$ cat config.mk
export PLATFORM = sky130hd
export DESIGN_NAME = ssq_cell
export DESIGN_NICKNAME = d
export VERILOG_FILES = /design/src/rtl/core/ssq_pkg.sv /design/src/rtl/core/ssq_cell.sv
export SDC_FILE = /design/constraint.sdc
export NUM_CORES = 1
export LEC_CHECK = 0
export ABC_AREA = 1
export BUFFER_PORTS_ARGS = -buffer_cell sky130_fd_sc_hd__buf_2
export CAP_MARGIN = 10
export CORE_AREA = 2 2 79 81
export DETAILED_ROUTE_END_ITERATION = 8
export DIE_AREA = 0 0 81 83
export PLACE_DENSITY = 0.88
export SYNTH_ARGS = -nofsm -noshare
export SYNTH_HDL_FRONTEND = slang
export SYNTH_SLANG_ARGS = --single-unit
$ cat constraint.sdc
create_clock -name clk -period 4.1 [get_ports clk]
set_input_delay 0.205 -clock clk [delete_from_list [all_inputs] [get_ports clk]]
set_output_delay 0.205 -clock clk [all_outputs]
set_load 0.01 [all_outputs]
$ cat src/rtl/core/ssq_pkg.sv
// ----------------------------------------------------------------------------
// ssq_pkg
// Shared types and constants for the stable sorted priority queue.
// ----------------------------------------------------------------------------
package ssq_pkg;

    localparam int CAPACITY     = 64;
    localparam int PRIO_BITS    = 16;
    localparam int PAYLOAD_BITS = 16;
    localparam int COUNT_BITS   = $clog2(CAPACITY + 1);

    typedef enum logic [1:0] {
        ST_DONE  = 2'd0,
        ST_EMPTY = 2'd1,
        ST_FULL  = 2'd2
    } status_t;

    typedef enum logic {
        KIND_ENQ = 1'b0,
        KIND_DEQ = 1'b1
    } kind_t;

    typedef struct packed {
        logic                           used;
        logic signed [PRIO_BITS-1:0]    prio;
        logic        [PAYLOAD_BITS-1:0] payload;
    } entry_t;

    typedef struct packed {
        logic                           enq;
        logic                           deq;
        logic signed [PRIO_BITS-1:0]    prio;
        logic        [PAYLOAD_BITS-1:0] payload;
    } cmd_t;

endpackage

$ cat src/rtl/core/ssq_cell.sv
// ----------------------------------------------------------------------------
// ssq_cell
// One slot of the sorted chain: holds, takes the new item, or shifts.
// ----------------------------------------------------------------------------
module ssq_cell (
    input  logic           clk,
    input  logic           rst_n,
    input  ssq_pkg::cmd_t   cmd,
    input  ssq_pkg::entry_t left_entry,
    input  logic           left_le,
    input  ssq_pkg::entry_t right_entry,
    output ssq_pkg::entry_t entry,
    output ssq_pkg::entry_t entry_next,
    output logic           le
);
    import ssq_pkg::*;

    logic                    used_reg;
    logic signed [PRIO_BITS-1:0]    prio_reg;
    logic        [PAYLOAD_BITS-1:0] payload_reg;

    assign entry.used    = used_reg;
    assign entry.prio    = prio_reg;
    assign entry.payload = payload_reg;

    assign le = used_reg && ($signed(prio_reg) <= $signed(cmd.prio));

    always_comb
    begin
        entry_next = entry;
        if (cmd.enq)
        begin
            if (!le)
            begin
                if (left_le)
                begin
                    entry_next.used    = 1'b1;
                    entry_next.prio    = cmd.prio;
                    entry_next.payload = cmd.payload;
                end
                else
                begin
                    entry_next = left_entry;
                end
            end
        end
        else if (cmd.deq)
        begin
            entry_next = right_entry;
        end
    end

    always_ff @(posedge clk or negedge rst_n)
    begin
        if (!rst_n)
        begin
            used_reg <= 1'b0;
        end
        else
        begin
            used_reg <= entry_next.used;
        end
    end

    always_ff @(posedge clk)
    begin
        prio_reg    <= entry_next.prio;
        payload_reg <= entry_next.payload;
    end

endmodule

== Word level (Yosys, flattened, before mapping) ==
Cells that the tools add are included.

* Register bits after elaboration: 33
* Input bits: 103
* Logic and storage cells: 9

* Order comparisons: 1
* Muxes and demuxes: 4
* Reduce and logical (&&, ||, !) cells: 1

{| class="wikitable"
|+ Operators by type and width
! cell !! number
|-
| $mux 33 || 4
|-
| $le 16x16->1 || 1
|-
| $logic_and 1x1->1 || 1
|}

== Longest topological paths before layout ==
Gate-level depths: netlist of the first run.

* Word-level depth: 4
* Gate-level depth with buffers: 18

== Worst setup path after synthesis of the first run ==
Ideal clock, no wire load.

* Path type: register -> output
* From: register prio_reg[15]
* To: output port entry_next[10] (netlist bit)
* Arrival time: 1696 ps
* Required time: 3895 ps
* Path slack: 2199 ps
* Stages on the path, launching flop included: 12
* Path buffers: 1
* Path through: dfxtp_1 > ha_1 > a21oi_1 > o21ai_1 > nor2_1 > nand3_1 > nand3_4 > nand2_4 > buf_6 > nand2_1 > nand3_1 > nand2_1

{| class="wikitable"
|+ RTL lines
! element !! RTL line !! RTL
|-
| start: declaration || ssq_cell.sv:19 || <nowiki>logic signed [PRIO_BITS-1:0] prio_reg;</nowiki>
|-
| start signal: assignment || ssq_cell.sv:67 || <nowiki>prio_reg <= entry_next.prio;</nowiki>
|-
| end: declaration || ssq_cell.sv:13 || <nowiki>output ssq_pkg::entry_t entry_next,</nowiki>
|}

==> out/results.tsv, run 1 <==
stage	metric	value	unit
run_status	outcome	complete, no violations	
timing	worst_hold_slack	0.1538	ns
clocking	clk_pin_slew_worst_paths	0.08	ns
pwr	pwr-share-clk	0.183	
global_route	antenna_found_initial	0	
routing	firstDrtPassIters	4	
clocking	ctsResizeCount	0	
routing	dr.first_iter.drc_count	172	
pwr	swShare	0.4367	
timing	min_period	3.008	ns
synth	netlist_area	0.002616	mm^2
worst_setup_path	r2r_cells	11	
routing	viasPerCell	5.047	
timing	hold_viol	0	
clocking	cts_buffers	5	
placed_design	io_buffer_count	169	
global_route	gr-total-overflow	0	
finish	drive_above_1_share	0.3181	
floorplanning	chipHeight	83	um
worst_hold_path	min_to	payload_reg[13]	
floorplanning	die_w	81	um
timing	setup_tns	0	ns
worst_setup_path	cp-end-kind	output port	
finish	layout_common_cells	buf_2, nand2_1, nand3_1	
timing	fin_skew	0.007402	ns
synth	synth.distinct_cells	20	
placed_design	place_congestion	0.7752	
pwr	ir_drop	260.5	uV
timing	setup_violations	0	
timing	rsz0062_at_grt	false	
pwr	p_int	763.4	uW
routing	routedWlPerCell	12.47	um
routing	antenna_left	0	
worst_setup_path	critPathArrivalTime	2.80	ns
clocking	cts_setup_buffers	0	
clocking	cts_tree	built	
routing	met3RoutedLength	681	um
global_route	grt_usage	0.2334	
worst_setup_path	rrSetupSlack	1.61	ns
placed_design	dp_hpwl	5943	um
pwr	powerDensity	385.1	mW/mm^2
routing	top_layer_used	met4	
clocking	root_buffer	clkbuf_8	
worst_setup_path	rr_endpoint	payload_reg[10]	
placed_design	dp_cells	635	
routing	wl_met2	4061	um
global_route	grt_max_degree	67	
synth	syn_inst	419	
routing	routed_wl	8029	um
worst_setup_path	crit_type	flip-flop to output port	
routing	met1_length	3146	um
finish	layout_commonest_cell	buf_2	
synth	synth_fp_nets	538	
timing	slew-limit-headroom	0.2446	
clocking	htree_levels	2	
synth	ys.flop_type	dfxtp_1	
finish	fin_cells	644	
clocking	cts.path.max_buffers	2	
clocking	clk_latency	0.28	ns
floorplanning	start_util	0.4499	
floorplanning	rows	28	
pwr	p_comb_frac	0.496	
worst_setup_path	r2r-start	prio_reg[15]	
clocking	clkSinkCount	33	
floorplanning	io_pins	170	
synth	avgSynthCellArea	6.244	um^2
placed_design	dpl-instance-area	0.003423	mm^2
global_route	grt_pass1_vias	3050	
timing	slew_violations	0	
worst_setup_path	worstSetupStartpointType	flip-flop	
synth	yosys_warnings	0	
timing	fmax	332.4	MHz
worst_hold_path	whs_path_depth	3	
finish	syn_to_final_growth	34.53	%
pwr	leakage	2.089	nW
routing	vias	3250	
synth	async_flop_share	0.03030	
finish	nNetsFinal	687	
pwr	switchingPower	591.9	uW
routing	drc	0	
pwr	p_seq_frac	0.321	
timing	fin_crit_sh	0.7337	
worst_hold_path	hold_start	right_entry[13]	
run	drv_cap	0	
worst_setup_path	critPathRequiredTime	3.89	ns
floorplanning	core-area	0.005816	mm^2
worst_setup_path	path_max_fanout	34	
timing	worstMarginPinSlew	1.133	ns
synth	synth_edf_count	0	
floorplanning	die_area	0.006723	mm^2
finish	final_cell_area	0.003520	mm^2
worst_hold_path	min_path_type	input pin to flip-flop	
synth	ys_ff_latch	33	
synth	ys_seq_area_frac	0.2544	
global_route	grt_pass1_wl	12770	um
finish	diodes	0	
==> power groups by stage <==
stage / sequential [mW] / combinational, mW / clock (mW)
after floorplan: 0.461 / 0.420 / 0
after global placement: 0.439 / 0.656 / 0
after detailed placement: 0.443 / 0.672 / 0
after CTS: 0.436 / 0.676 / 0.257
after global routing: 0.443 / 0.759 / 0.269
final: 0.436 / 0.672 / 0.248
==> synth_stat cells, types with 4 or more instances <==
cell      instances  area share
inv_1            56       0.080
nor2_1            8       0.011
buf_1             7       0.010
nand3_1          67        0.13
nand2_1         101        0.14
a21oi_1          38       0.073
o21ai_0          48       0.092
ha_1             16       0.077
buf_2             4      0.0077
dfxtp_1          32        0.24
mux2i_1          17       0.065
clkbuf_1         14       0.020
==> cell families after synthesis <==
group,count (synthesis),share of synthesized area
buffers and inverters,86,0.1368
DFF,33,0.2544
muxes,17,0.06504
AOI/OAI and AO/OA,88,0.1693
and+or+nand+nor,179,0.2979
adders and majority gates,16,0.07652
==> per-stage QoR <==
stage               utilization  power [mW]  setup slack [ns]
global route             0.6052       1.471            0.8381
finish                   0.6052       1.355             1.092
global placement         0.5886       1.095             1.377
CTS                      0.6052       1.369             1.056
detailed placement       0.5886       1.114             1.345
floorplan                     -      0.8808             2.199
==> how the worst max path moves through the flow <==
| stage | to | startpoint | slack [ns] | cells past startpoint |
|---|---|---|---|---|
| floorplan | entry_next[10] | prio_reg[15] | 2.20 | 11 |
| global placement | entry_next[16] | cmd[31] | 1.38 | 14 |
| detailed placement | entry_next[2] | cmd[31] | 1.34 | 14 |
| CTS | entry_next[2] | prio_reg[15] | 1.06 | 12 |
| global route | entry_next[6] | prio_reg[15] | 0.84 | 12 |
| finish | entry_next[10] | prio_reg[15] | 1.09 | 12 |
==> metal layers <==
metal / global-route usage / vias to the layer above
met5: 0 / -
met4: 0.07550 / 0
met3: 0.05000 / 13
met2: 0.4388 / 154
met1: 0.2508 / 1410
li1: - / 1673
==> layout make-up <==
type	instances	area, um^2
Multi-Input combinational cell	300	1593
Timing Repair Buffer	172	870.8
Tap cell	75	93.84
Sequential cell	33	665.6
Fill cell	558	2296
Clock buffer	5	68.82
Inverter	56	210.2
Clock inverter	3	17.52
==> critical path, cell delays in order, from the launching register on <==
cell and delay (ns):
dfxtp_1 0.33, ha_1 0.34, a21oi_1 0.16, o21ai_1 0.08
nor2_1 0.17, nand2_1 0.07, nand2_1 0.10, nand3_4 0.34
nand2_4 0.47, nand2_1 0.09, nand3_1 0.08, nand2_1 0.11
buf_2 0.15
==> repair_timing <==
action | in CTS | in global routing
hold buffers | 1 | 0
hold endpoints to repair | 1 | 0
setup endpoints to repair | 0 | 0
(Power assumes the default switching activity.)
==> run 2: changes to the inputs <==
--- a/config.mk
+++ b/config.mk
@@ -8,10 +8,10 @@
 export ABC_AREA = 1
 export BUFFER_PORTS_ARGS = -buffer_cell sky130_fd_sc_hd__buf_2
 export CAP_MARGIN = 10
-export CORE_AREA = 2 2 79 81
+export CORE_AREA = 2 2 82 84
 export DETAILED_ROUTE_END_ITERATION = 8
-export DIE_AREA = 0 0 81 83
-export PLACE_DENSITY = 0.88
+export DIE_AREA = 0 0 84 86
+export PLACE_DENSITY = 0.83
 export SYNTH_ARGS = -nofsm -noshare
 export SYNTH_HDL_FRONTEND = slang
 export SYNTH_SLANG_ARGS = --single-unit
==> constraint.sdc (replaced) <==
create_clock -name clk -period 2.8 [get_ports clk]
set_input_delay 0.14 -clock clk [delete_from_list [all_inputs] [get_ports clk]]
set_output_delay 0.14 -clock clk [all_outputs]
set_load 0.01 [all_outputs]
==> out/results.tsv, run 2 (synthesis gave the netlist of run 1 again) <==
stage	metric	value	unit	change
timing	fin_crit_sh	0.8836		
clocking	clkSinkCount	33		unchanged
floorplanning	core-area	0.006277	mm^2	+7.9%
global_route	antenna_found_initial	0		unchanged
timing	setup_tns	0	ns	unchanged
routing	drc	0		unchanged
routing	firstDrtPassIters	4		unchanged
timing	fin_skew	0.005053	ns	-0.002349 ns
pwr	ir_drop	305.5	uV	+17%
worst_setup_path	crit_chain	ha_1 > nand4_1 > nor2_1 > nand2_1 > nand2_1 > nand2_1 > nand3_4 > buf_4 > nand3_1 > nand3_1 > nand2_1 > buf_2		
timing	setup_violations	0		unchanged
timing	slew-limit-headroom	0.2465		+0.001933
pwr	finalPower	2.135	mW	+57%
worst_setup_path	critPathRequiredTime	2.66	ns	-1.23 ns
clocking	clk_pin_slew_worst_paths	0.07	ns	about the same
routing	dr.first_iter.drc_count	186		+8.1%
finish	diodes	0		unchanged
floorplanning	die_area	0.007224	mm^2	+7.5%
finish	nNetsFinal	692		+0.73%
finish	layout_commonest_cell	buf_2		
clocking	cts.path.max_buffers	2		unchanged
routing	routed_wl	8155	um	+1.6%
placed_design	io_buffer_count	169		unchanged
pwr	powerDensity	593.2	mW/mm^2	+54%
timing	rsz0062_at_grt	false		
floorplanning	chipHeight	86	um	+3.6%
clocking	cts_buffers	5		unchanged
finish	drive_above_1_share	0.3223		+0.004198
timing	fmax	404.2	MHz	
timing	worst_hold_slack	0.09050	ns	-0.06333 ns
run_status	outcome	complete, no violations		
clocking	root_buffer	clkbuf_8		
routing	antenna_left	0		unchanged
floorplanning	rows	29		+3.6%
clocking	clk_latency	0.28	ns	about the same
pwr	leakage	2.126	nW	+1.8%
timing	min_period	2.474	ns	
worst_setup_path	critPathArrivalTime	2.33	ns	-0.47 ns
worst_setup_path	critPathMaxStageDelay	0.36	ns	-0.11 ns
worst_setup_path	worstPathBufferInverterCount	2		+1
global_route	grt_pass1_vias	3066		+0.52%
worst_setup_path	cp_common_cell	nand2_1		
timing	worstMarginPinSlew	1.130	ns	-0.002899 ns
routing	vias	3255		+0.15%
finish	layout_common_cells	buf_2, nand2_1, nand3_1		
worst_setup_path	cp-end-kind	output port		
run	drv_cap	0		unchanged
timing	slew_violations	0		unchanged
worst_setup_path	crit_type	flip-flop to output port		
timing	hold_viol	0		unchanged
finish	syn_to_final_growth	37.54	%	
worst_setup_path	timing.critical_path.slowest_stage_cell	ha_1		
placed_design	dpl-instance-area	0.003448	mm^2	+0.73%
global_route	grt_pass1_wl	13270	um	+3.9%
finish	final_cell_area	0.003598	mm^2	+2.2%
routing	routedWlPerCell	12.53	um	+0.48%
worst_setup_path	critPathTopFamily	simple AND/OR/NAND/NOR gates		
worst_setup_path	path_max_fanout	16		-53%
floorplanning	start_util	0.4168		-0.03309
placed_design	dp_hpwl	6134	um	+3.2%
floorplanning	die_w	84	um	+3.7%
clocking	cts_tree	built		
global_route	grt_usage	0.2209		-0.01253
worst_hold_path	min_path_type	input pin to flip-flop		
placed_design	place_congestion	0.8468		+9.2%
worst_setup_path	worstSetupStartpointType	flip-flop		
global_route	gr-total-overflow	0		unchanged
clocking	htree_levels	2		unchanged
floorplanning	io_pins	170		unchanged
routing	viasPerCell	5.000		-0.92%
global_route	grt_max_degree	67		unchanged
==> run 2: cell types whose count changed in the layout (fill, tap and decap cells not counted), sizes merged <==
| cell | before | now |
|---|---|---|
| clkinvlp | 1 | 0 |
| buf | 171 | 176 |
| bufinv | 0 | 1 |
| clkbuf | 5 | 7 |
| clkinv | 3 | 1 |
==> run 2: worst reg2reg max path: stages, from the launching register on <==
cell,delay [ns]
dfxtp_1,0.33
ha_1,0.36
nand4_1,0.14
nor2_1,0.19
nand2_1,0.09
nand2_1,0.06
nand2_1,0.08
nand3_4,0.11
buf_4,0.24
nand3_1,0.09
nand3_1,0.11
nand2_1,0.10
==> run 2: power by group <==
part / leakage [nW] / switching [mW] / internal (mW)
Clock: 0.0585 / 0.187 / 0.291
Sequential: 0.281 / 0.0708 / 0.566
Combinational: 1.79 / 0.614 / 0.406
==> run 2: layer usage <==
layer,wire (um),track usage,up-vias
met1,3270,0.2481,1403
met3,632,0.05967,14
met4,147,0.07771,0
met2,4105,0.4029,156
li1,-,-,1682
met5,0,0,-
==> run 2: path summary, 6_finish.rpt <==
path                                       from         endpoint  slack [ns]  cells after the start
max in group asynchronous                 rst_n         used_reg        2.52                      2
worst max register to register     prio_reg[15]      prio_reg[8]        0.77                     11
min in group asynchronous                 rst_n         used_reg        0.20                      2
worst max-delay path               prio_reg[15]   entry_next[24]        0.33                     12
worst min-delay path            right_entry[13]  payload_reg[13]        0.09                      3
worst min register to register   payload_reg[7]   payload_reg[7]        0.60                      4
==> run 2: per-stage QoR <==
step,setup WS [ns],std cells,utilization
2_1_floorplan,0.9638,419,-
3_3_place_gp,0.3771,640,0.5493
3_5_place_dp,0.3430,640,0.5493
4_1_cts,0.02453,649,0.5695
5_1_grt,0.1274,651,0.5733
6_report,0.3260,651,0.5733
==> run 2: repair_timing <==
| action | CTS | global route |
|---|---|---|
| hold buffers | 1 | 0 |
| endpoints found under the hold margin | 1 | 0 |
| setup buffers | 0 | 2 |
| setup endpoints to repair | 0 | 33 |
| gates resized for setup | 0 | 1 |
==> run 2: final cells by class <==
class	count	area [um^2]
fillers	615	2679
clock buffers	7	86.33
inverters	56	210.2
clock inverters	1	30.03
repair buffers	177	908.4
flip-flops and latches	33	665.6
well taps	77	96.34
multi-input cells	300	1602
==> run 3: changes to the inputs <==
--- a/config.mk
+++ b/config.mk
@@ -5,13 +5,13 @@
 export SDC_FILE = /design/constraint.sdc
 export NUM_CORES = 1
 export LEC_CHECK = 0
-export ABC_AREA = 1
+export ABC_AREA = 0
 export BUFFER_PORTS_ARGS = -buffer_cell sky130_fd_sc_hd__buf_2
 export CAP_MARGIN = 10
 export CORE_AREA = 2 2 82 84
 export DETAILED_ROUTE_END_ITERATION = 8
 export DIE_AREA = 0 0 84 86
-export PLACE_DENSITY = 0.83
+export PLACE_DENSITY = 0.85
 export SYNTH_ARGS = -nofsm -noshare
 export SYNTH_HDL_FRONTEND = slang
 export SYNTH_SLANG_ARGS = --single-unit
==> out/results.tsv, run 3 <==
stage	metric	value	unit	change
run_status	outcome	finished, violations left		
run_status	violations	setup timing		
placed_design	place_congestion	0.8647		+2.1%
finish	syn_to_final_growth	66.94	%	
synth	synth_edf_count	0		unchanged
synth	yosys.area_share.xor_xnor	0		unchanged
timing	fin_skew	0.007124	ns	+0.002071 ns
worst_setup_path	critPathArrivalTime	2.75	ns	+0.42 ns
finish	layout_common_cells	buf_2, inv_1, mux2i_1		
synth	synth_most_common_cell	inv_1		
worst_setup_path	rrSetupSlack	0.32	ns	-0.45 ns
synth	ys_seq_area_frac	0.2436		-0.01083
timing	slew-limit-headroom	0.5739		+0.3274
worst_hold_path	min_path_type	input pin to asynchronous set/reset pin		
worst_setup_path	rr_endpoint	prio_reg[11]		
clocking	cts_tree	built		
finish	layout_commonest_cell	buf_2		
finish	n_fill_cell	413		-33%
timing	worstMarginPinSlew	0.6391	ns	-0.4911 ns
timing	hold_viol	0		unchanged
routing	routed_wl	10690	um	+31%
synth	ys_top_cells_by_count	inv_1, mux2i_1, dfxtp_1, a221oi_2, nor2_1		
routing	firstDrtPassIters	5		+1
timing	fin_crit_sh	1.032		+0.1484
finish	fin_util	0.7267		+0.1535
routing	viasPerCell	5.707		+14%
synth	async_flop_share	0.03030		unchanged
worst_setup_path	r2r_cells	10		-1
worst_setup_path	worstSetupStartpointType	flip-flop		
global_route	grt_pass1_wl	14450	um	+8.9%
pwr	leakage	2.329	nW	+9.6%
global_route	grt_pass1_vias	3121		+1.8%
clocking	clk_pin_slew_worst_paths	0.07	ns	about the same
finish	diodes	0		unchanged
synth	syn_inst	300		-28%
worst_setup_path	timing.critical_path.slowest_stage_cell	or3_1		
clocking	cts_buffers	5		unchanged
pwr	ir_drop	611.8	uV	+100%
pwr	powerDensity	900.8	mW/mm^2	+52%
routing	vias	3196		-1.8%
floorplanning	core-area	0.006277	mm^2	unchanged
synth	synth-compound-area-share	0.3265		+0.1572
placed_design	io_buffer_count	169		unchanged
synth	synth_fa_ha_area_frac	0.07326		-0.003258
clocking	clkSinkCount	33		unchanged
synth	ys_ff_latch	33		unchanged
synth	synth_fp_nets	419		-22%
timing	fmax	346.1	MHz	-14%
synth	synth_top_cell_area_share	0.2344		-0.01043
floorplanning	io_pins	170		unchanged
clocking	clk_latency	0.29	ns	about the same
timing	rsz0062_at_grt	true		
synth	netlist_area	0.002733	mm^2	+4.4%
synth	synth_top_family_by_area	compound AO/OA/AOI/OAI gates		
floorplanning	die_w	84	um	unchanged
run	drv_cap	0		unchanged
synth	synth_top_cell_by_area	dfxtp_1		
worst_setup_path	crit_chain	ha_1 > nand4_1 > or3_1 > a21o_1 > a41oi_2 > nor3_4 > buf_12 > clkbuf_16 > a221oi_4 > buf_2		
routing	antenna_left	0		unchanged
synth	yosys_warnings	0		unchanged
global_route	gr-total-overflow	0		unchanged
synth	synthSimpleGateAreaFrac	0.1131		-0.1848
worst_setup_path	critPathRequiredTime	2.66	ns	about the same
clocking	root_buffer	clkbuf_8		
floorplanning	rows	29		unchanged
clocking	cts.path.max_buffers	2		unchanged
finish	nNetsFinal	601		-13%
timing	setup_violations	30		+30
clocking	htree_levels	2		unchanged
finish	fin_cells	560		-14%
synth	ys.flop_type	dfxtp_1		
global_route	grt_usage	0.2451		+0.02415
timing	worst_slack	-0.08961	ns	-0.4156 ns
timing	min_period	2.890	ns	+0.4156 ns
worst_setup_path	path_max_fanout	5		-11
floorplanning	start_util	0.4353		+0.01854
global_route	antenna_found_initial	0		unchanged
floorplanning	chipHeight	86	um	unchanged
synth	synth_area_leaders	dfxtp_1, a221oi_2, mux2i_1, ha_1, inv_1		
placed_design	dp_hpwl	6561	um	+6.9%
finish	multi_input_area	0.002257	mm^2	+41%
worst_setup_path	crit_type	flip-flop to output port		
finish	regArea	676.9	um^2	+1.7%
routing	dr.first_iter.drc_count	133		-28%
worst_setup_path	critPathMaxStageDelay	0.38	ns	+0.02 ns
floorplanning	die_area	0.007224	mm^2	unchanged
routing	drc	0		unchanged
timing	slew_violations	0		unchanged
synth	synth.distinct_cells	39		+95%
worst_setup_path	r2r-start	prio_reg[8]		
global_route	grt_max_degree	35		-48%
worst_setup_path	cp-end-kind	output port		
finish	drive_above_1_share	0.5362		+0.2139
routing	routedWlPerCell	19.09	um	+52%
synth	synth_mux_area_frac	0.1323		+0.06729
synth	avgSynthCellArea	9.109	um^2	+46%
placed_design	dp_cells	532		-17%
-- run 3: cell count changes in the layout (fill, tap and decap cells not counted), moves of 7 or more --
cell / previous run / this run
a221oi_4: 0 / 30
dfxtp_1: 32 / 25
ha_4: 0 / 10
ha_1: 16 / 6
nor2_1: 8 / 21
nand2_1: 101 / 19
inv_1: 55 / 47
buf_4: 7 / 15
a211oi_1: 0 / 16
mux2i_1: 17 / 35
o211a_1: 0 / 15
o21ai_0: 48 / 3
nand3_1: 67 / 2
a21oi_1: 38 / 5
-- run 3: cells by family (layout without fill, tap and decap cells) --
family	after synthesis	count (layout)
compound gates	83	83
buf+inv	70	253
simple gates	62	62
mux	36	36
flops	33	33
fa+ha+maj	16	16
-- run 3: worst max-delay path: cells and delay by family (launching register included) --
family / cells / cell delay (ns)
compound gates: 3 / 0.69
simple gates: 3 / 0.61
buf+inv: 3 / 0.51
flops: 1 / 0.34
fa+ha+maj: 1 / 0.30
-- run 3: worst max-delay path by stage --
stage                  from        endpoint  slack, ns
6_report        prio_reg[8]   entry_next[0]      -0.09
5_1_grt         prio_reg[8]   entry_next[0]      -0.19
4_1_cts         prio_reg[9]   entry_next[5]      0.002
3_5_place_dp   prio_reg[15]   entry_next[8]       0.07
3_3_place_gp   prio_reg[15]   entry_next[2]       0.15
2_1_floorplan  prio_reg[15]  entry_next[10]       0.45
-- run 3: layout make-up --
type / count / share of cell area
Inverter: 48 / 0.03950
Tap cell: 77 / 0.02112
Clock buffer: 7 / 0.01892
Timing Repair Buffer: 197 / 0.2707
Clock inverter: 1 / 0.006583
Multi-Input combinational cell: 197 / 0.4948
Sequential cell: 33 / 0.1484
-- run 3: report_power, final --
group | switching (mW) | internal (mW)
logic | 1.47 | 1.31
clock network | 0.187 | 0.290
registers | 0.170 | 0.682
total | 1.83 | 2.28
-- run 3: per-stage QoR --
stage               hold WS [ns]  setup slack [ns]  instance area (um^2)  total power [mW]  TNS (ns)
floorplan                -0.1556            0.4468                  2733             2.023         0
global placement        -0.08558            0.1461                  3649             2.661         0
detailed placement      -0.08431           0.06607                  3649             2.712         0
CTS                       0.1484          0.002466                  3986             3.421         0
global route              0.1310           -0.1906                  4562             4.341    -4.749
finish                    0.1544          -0.08961                  4562             4.110    -1.746
-- run 3: repair_timing --
action | CTS | global route
setup endpoints to repair | 31 | 33
gates resized for setup | 16 | 38
cloned | 1 | 5
endpoints found under the hold margin | 1 | 0
setup buffers | 3 | 12
hold buffers | 1 | 0
pin swaps | 6 | 30
-- run 3: layer usage --
layer	wire length, um	vias to the layer above	global-route usage
met3	751	18	0.05294
met4	204	0	0.07185
li1	-	1483	-
met2	5824	182	0.4829
met5	0	-	0
met1	3911	1513	0.2601
